<file path="config.mk">
export PLATFORM = sky130hd
export DESIGN_NAME = rts_ctrl
export DESIGN_NICKNAME = d
export VERILOG_FILES = /design/src/hdl/rgba8_tile_swizzle_core_defines.svh /design/src/hdl/rts_pkg.sv /design/src/hdl/rts_ctrl.sv
export SDC_FILE = /design/constraint.sdc
export NUM_CORES = 1
export LEC_CHECK = 0
export BUFFER_PORTS_ARGS = -buffer_cell sky130_fd_sc_hd__buf_2
export CAP_MARGIN = 40
export CORE_AREA = 5 5 42 44
export DETAILED_ROUTE_END_ITERATION = 6
export DIE_AREA = 0 0 47 49
export PLACE_DENSITY = 0.65
export SYNTH_ARGS = -nofsm -noshare
export SYNTH_HDL_FRONTEND = slang
export SYNTH_SLANG_ARGS = --single-unit
</file>
<file path="constraint.sdc">
create_clock -name aclk -period 1.4 [get_ports aclk]
set_input_delay 0.14 -clock aclk [delete_from_list [all_inputs] [get_ports aclk]]
set_output_delay 0.14 -clock aclk [all_outputs]
set_load 0.02 [all_outputs]
</file>
<file path="src/hdl/rgba8_tile_swizzle_core_defines.svh">
// Assertion macros shared by the tile swizzle RTL.
`ifndef RGBA8_TILE_SWIZZLE_CORE_DEFINES_SVH
`define RGBA8_TILE_SWIZZLE_CORE_DEFINES_SVH

`ifndef NO_ASSERTIONS

`define RTS_ASSERT_IMP(label, clk, rstn, ante, cons) \
    label: assert property (@(posedge clk) disable iff (!(rstn)) (ante) |-> (cons)) \
        else $error("%m: same-cycle check failed");

`define RTS_ASSERT_NEXT(label, clk, rstn, ante, cons) \
    label: assert property (@(posedge clk) disable iff (!(rstn)) (ante) |=> (cons)) \
        else $error("%m: next-cycle check failed");

`else

`define RTS_ASSERT_IMP(label, clk, rstn, ante, cons)

`define RTS_ASSERT_NEXT(label, clk, rstn, ante, cons)

`endif

`endif

</file>
<file path="src/hdl/rts_pkg.sv">
`timescale 1ns / 1ps
package rts_pkg;

    localparam int TILE_DIM   = 4;
    localparam int PIX_W      = 32;
    localparam int PAIR_W     = 16;
    localparam int WORD_W     = 64;
    localparam int IDX_W      = 3;
    localparam int CFG_W      = 11;
    localparam int S_DATA_W   = 32;
    localparam int M_DATA_W   = 72;

    localparam logic [IDX_W-1:0] LAST_WORD   = 3'd7;
    localparam logic [1:0]       LAST_ROW    = 2'd3;
    localparam logic [1:0]       LAST_LANE   = 2'd3;
    localparam logic [CFG_W-1:0] WIDTH_RESET = 11'd640;

    typedef enum logic [1:0] {
        S_IDLE,
        S_READ,
        S_SETTLE,
        S_EMIT
    } state_t;

    typedef struct packed {
        logic             wr_en;
        logic             rd_en;
        logic [1:0]       rd_row;
        logic [IDX_W-1:0] emit_idx;
    } cmd_t;

    typedef struct packed {
        logic tile_pos;
    } status_t;

endpackage

</file>
<file path="src/hdl/rts_ctrl.sv">
`timescale 1ns / 1ps
module rts_ctrl
    import rts_pkg::*;
(
    input  logic    aclk,
    input  logic    aresetn,
    input  logic    s_tvalid,
    output logic    s_tready,
    output logic    m_tvalid,
    input  logic    m_tready,
    output logic    m_tlast,
    input  status_t status,
    output cmd_t    cmd
);

    state_t           state_reg, state_next;
    logic [IDX_W-1:0] cnt_reg, cnt_next;

    always_ff @(posedge aclk) begin
        if (!aresetn) begin
            state_reg <= S_IDLE;
            cnt_reg   <= '0;
        end else begin
            state_reg <= state_next;
            cnt_reg   <= cnt_next;
        end
    end

    always_comb begin
        state_next = state_reg;
        cnt_next   = cnt_reg;
        case (state_reg)
            S_IDLE: begin
                cnt_next = '0;
                if (s_tvalid && status.tile_pos) begin
                    state_next = S_READ;
                end
            end
            S_READ: begin
                cnt_next = cnt_reg + 1'b1;
                if (cnt_reg[1:0] == LAST_ROW) begin
                    state_next = S_SETTLE;
                end
            end
            S_SETTLE: begin
                cnt_next   = '0;
                state_next = S_EMIT;
            end
            S_EMIT: begin
                if (m_tready) begin
                    cnt_next = cnt_reg + 1'b1;
                    if (cnt_reg == LAST_WORD) begin
                        state_next = S_IDLE;
                        cnt_next   = '0;
                    end
                end
            end
            default: begin
                state_next = S_IDLE;
                cnt_next   = '0;
            end
        endcase
    end

    always_comb begin
        s_tready     = 1'b0;
        m_tvalid     = 1'b0;
        m_tlast      = 1'b0;
        cmd.wr_en    = 1'b0;
        cmd.rd_en    = 1'b0;
        cmd.rd_row   = cnt_reg[1:0];
        cmd.emit_idx = cnt_reg;
        case (state_reg)
            S_IDLE: begin
                s_tready  = 1'b1;
                cmd.wr_en = s_tvalid;
            end
            S_READ: begin
                cmd.rd_en = 1'b1;
            end
            S_SETTLE: begin
                cmd.rd_en = 1'b0;
            end
            S_EMIT: begin
                m_tvalid = 1'b1;
                m_tlast  = (cnt_reg == LAST_WORD);
            end
            default: begin
                s_tready = 1'b0;
            end
        endcase
    end

endmodule

</file>
# Yosys cells after proc, flatten, opt, wreduce, memory -nomap -nowiden
# Cells that the tools add are included.
[word_totals] reg_bits=5 input_bits=5 output_inout_bits=10
[op_classes] add_sub_neg=1 eq_ne=9 mux=13 reduce_logical=4
[op_table] operator="3-bit one-hot mux with 3 select lines" n=1
[op_table] operator="2-bit two-way mux" n=4
[op_table] operator="2-bit != test, second input constant" n=4
[op_table] operator="2-bit one-hot mux with 4 select lines" n=1
[op_table] operator="2-bit equality test, second input constant" n=3
[op_table] operator="3-bit two-way mux" n=2
[op_table] operator="1-bit two-way mux" n=5
[op_table] operator="4-bit AND reduction" n=1
[op_table] operator="3-bit by 1-bit adder with 3-bit output, second input constant" n=1
[op_table] operator="3-bit equality test, second input constant" n=1
[op_table] operator="2-bit by 1-bit equality test with 1-bit output, second input constant" n=1
[op_table] operator="2-bit zero test" n=1
[op_table] operator="2-bit OR reduction" n=1
[op_table] operator="1-bit logical AND" n=1

# Logic depth before layout (Yosys ltp)
[logic_depth] word_depth=4 depth_mapped=5

# Worst setup path after synthesis
# Ideal clock, no wire load.
[synth_path] path_kind="reg2reg" startpoint="reg cnt_reg[0]" endpoint="reg state_reg[0]" setup_ns=0.072 t_arrival_ns=1.495 setup_slack_ns=-0.167 path_stages_with_launch=6 path_cell_list="dfxtp_1 ha_1 ha_1 nand2_1 a222oi_1 mux2i_1"
[synth_between] elab_chain_len=3
[synth_lines] item="start, declared" line_no="rts_ctrl.sv:17" text="logic [IDX_W-1:0] cnt_reg, cnt_next;"
[synth_lines] item="start signal, assigned" line_no="rts_ctrl.sv:25" text="cnt_reg <= cnt_next;"
[synth_lines] item="3-bit equality test / 2-bit equality test (equally long branches)" line_no="rts_ctrl.sv:52, rts_ctrl.sv:41"
[synth_lines] item="2-bit != test (no line)"
[synth_lines] item="4-bit AND reduction (no line) *"
[synth_lines] item="end signal, assigned" line_no="rts_ctrl.sv:24" text="state_reg <= state_next;"
[synth_lines] item="end, declared" line_no="rts_ctrl.sv:16" text="state_t state_reg, state_next;"
# Mark *: on every way between the ends. The rest lies on a longest branch, timed or not.
# A chain may end at the register's enable or synchronous reset.

# Worst setup path in the final report
[layout_path] startpoint="reg cnt_reg[1]" endpoint="out m_tlast"
[layout_between] elab_chain_len=2
[layout_lines] item="3-bit equality test" line_no="rts_ctrl.sv:86" text="m_tlast = (cnt_reg == LAST_WORD);"
[layout_lines] item="1-bit two-way mux" line_no="rts_ctrl.sv:73" text="case (state_reg)"
[layout_lines] item="end, declared" line_no="rts_ctrl.sv:11" text="output logic m_tlast,"
# No other way between the ends.

==> impl_metrics.yaml <==
status:
  status: "complete, no violations"
clock_network:
  clkLatencyLatePin_ns: 0.25
  root_buffer: "clkbuf_4"
  clockBufferDepth: 2
  cts_sinks: 5
  cts_tree: "built"
  cts_buffers: 3
  path_clk_slew_ns: 0.05
  cts-htree-levels: 1
timing:
  min_period_over_period: 0.9811
  setup_violations: 0
  rsz0062_at_grt: "true"
  worst_pin_slew_ns: 0.2614
  hold_ws_ns: 0.1932
  fin_skew_ns: 0.008472
  fmax_ghz: 0.7280
  fin_ws_ns: 0.02643
  slew_headroom: 0.8258
  setup_tns_ns: 0
  hold_viol: 0
  min_period_ns: 1.374
  slew_viol_final: 0
routing:
  detail_route.wl_per_cell_um: 11.60
  dr.pass1.iters: 4
  vias: 390
  post-route-drc-count: 0
  drtIter0Drc: 4
  drtAntennaViolNets: 0
  wl_um: 940
  viasPerCell: 4.815
yosys:
  synth_flop_cell: "dfxtp_1"
  ys_types: 18
  netlist_area_um2: 397.9
  avgSynthCellArea_um2: 9.043
  synth_commonest_cells: "ha_1 (8), nand2_1 (6), dfxtp_1 (5)"
  synth-warning-count: 0
  syn_nets: 57
  synth_area_leader_cell: "dfxtp_1"
  synth_top_area_frac: 0.2516
  yosysMostFrequentCell: "ha_1"
  synthCells: 44
  ys_ff_latch: 5
  seq_area_frac_synth: 0.2516
  synth_edf_count: 0
  yosys-top-cells-area: "dfxtp_1 (25%), ha_1 (25%), mux2i_1 (10%)"
  synthArstFlopShare: 0
finish:
  drive_gt1_frac: 0.5538
  fin_util: 0.4500
  diodes: 0
  fin_cells: 81
  nFillCells: 156
  fin_area_um2: 630.6
  largest_register_ff_count: 3
  syn2layout_area_growth_pct: 58.49
  final_nets: 79
floorplan:
  die-area_mm2: 0.002303
  dieWidth_um: 47
  io_pins: 15
  core-area_mm2: 0.001401
  rows: 14
  initial_utilization: 0.2839
  die_h_um: 49
critical_path:
  crit_fanout: 4
  arrival_ns: 1.23
  start_kind: "flop"
  worstPathRequired_ns: 1.26
  endpoint_kind: "output pin"
  critPathKind: "reg2out"
global_route:
  antenna_found_initial: 0
  grtUsageTotal: 0.09641
  overflow: 0
  grt_max_degree: 8
  grt_pass1_vias: 377
  grt_pass1_wl_um: 1573
pwr:
  power.switching_uw: 389.7
  clock_power_share: 0.183
  power_frac_seq: 0.253
  power.leakage_nw: 0.2851
  pwr-share-comb: 0.564
  switching_share: 0.4123
  power_uw: 945.2
  p_int_uw: 555.5
  ir_worst_vdd_uv: 717.6
  power_density_mw_per_mm2: 1499
place:
  place_inst: 76
  dpl-instance-area_um2: 549.3
  io_buffers: 14
  post-place-ws_ns: -0.01733
  routabilityCongestion: 0.7577
  dpl.hpwl_um: 754
run:
  max_cap_violations: 0
worst_hold_path:
  hold_path_class: "in2reg"
-- cells by family after synthesis --
logic type / Yosys count / share of synthesized area
AO/OA/AOI/OAI: 6 / 0.1006
multiplexers: 4 / 0.1006
buffers and inverters: 5 / 0.06602
adder cells (fa/ha/maj): 8 / 0.2516
flip-flops: 5 / 0.2516
AND/OR/NAND/NOR: 16 / 0.2296
-- worst max-delay path: stages (launching register included) --
cell and delay, ns:
dfxtp_4 0.35, ha_4 0.18, ha_2 0.17, and2_1 0.16, buf_6 0.13
-- layout make-up --
class	count	area, um^2	share of cell area
multi-input cells	34	339.1	0.5377
repair buffers	19	121.4	0.1925
flip-flops and latches	5	112.6	0.1786
clock buffers	4	26.28	0.04167
well taps	16	20.02	0.03175
inverters	3	11.26	0.01786
-- routing by layer --
metal | GRT usage | wire length (um) | part of all wire
met5 | 0 | 0 | 0
met4 | 0.04147 | 8 | 0.0085
met3 | 0.05904 | 112 | 0.12
met2 | 0.1448 | 459 | 0.49
met1 | 0.1053 | 359 | 0.38
-- power by group through the flow --
stage | logic, mW | registers (mW) | clock network, mW
CTS | 0.530 | 0.226 | 0.179
global placement | 0.512 | 0.219 | 0
finish | 0.533 | 0.239 | 0.173
detailed placement | 0.524 | 0.223 | 0
global route | 0.597 | 0.245 | 0.188
floorplan | 0.357 | 0.236 | 0
-- worst paths after layout --
kind,startpoint,endpoint,slack [ns],cells past startpoint
worst max-delay path,cnt_reg[1],m_tlast,0.03,4
worst min-delay path,aresetn,cnt_reg[2],0.19,2
worst max register to register,cnt_reg[0],state_reg[0],0.05,6
worst min register to register,state_reg[0],state_reg[0],0.53,2
-- layout by cell type (no fill, tap or decap), types with 2 or more instances in the layout --
cell	n
buf_2	13
nand2_1	5
ha_4	5
mux2i_1	4
inv_2	3
and2_1	3
clkbuf_4	3
dfxtp_4	3
buf_6	3
buf_4	3
and2b_1	2
o21ai_0	2
a21boi_1	2
ha_1	2
-- what timing repair did --
| item | CTS | global route |
|---|---|---|
| pin swaps | 2 | 0 |
| gates resized for setup | 9 | 5 |
| setup buffers | 0 | 1 |
| setup endpoints to repair | 3 | 3 |
| hold buffers | 0 | 0 |
(Power assumes the default switching activity.)
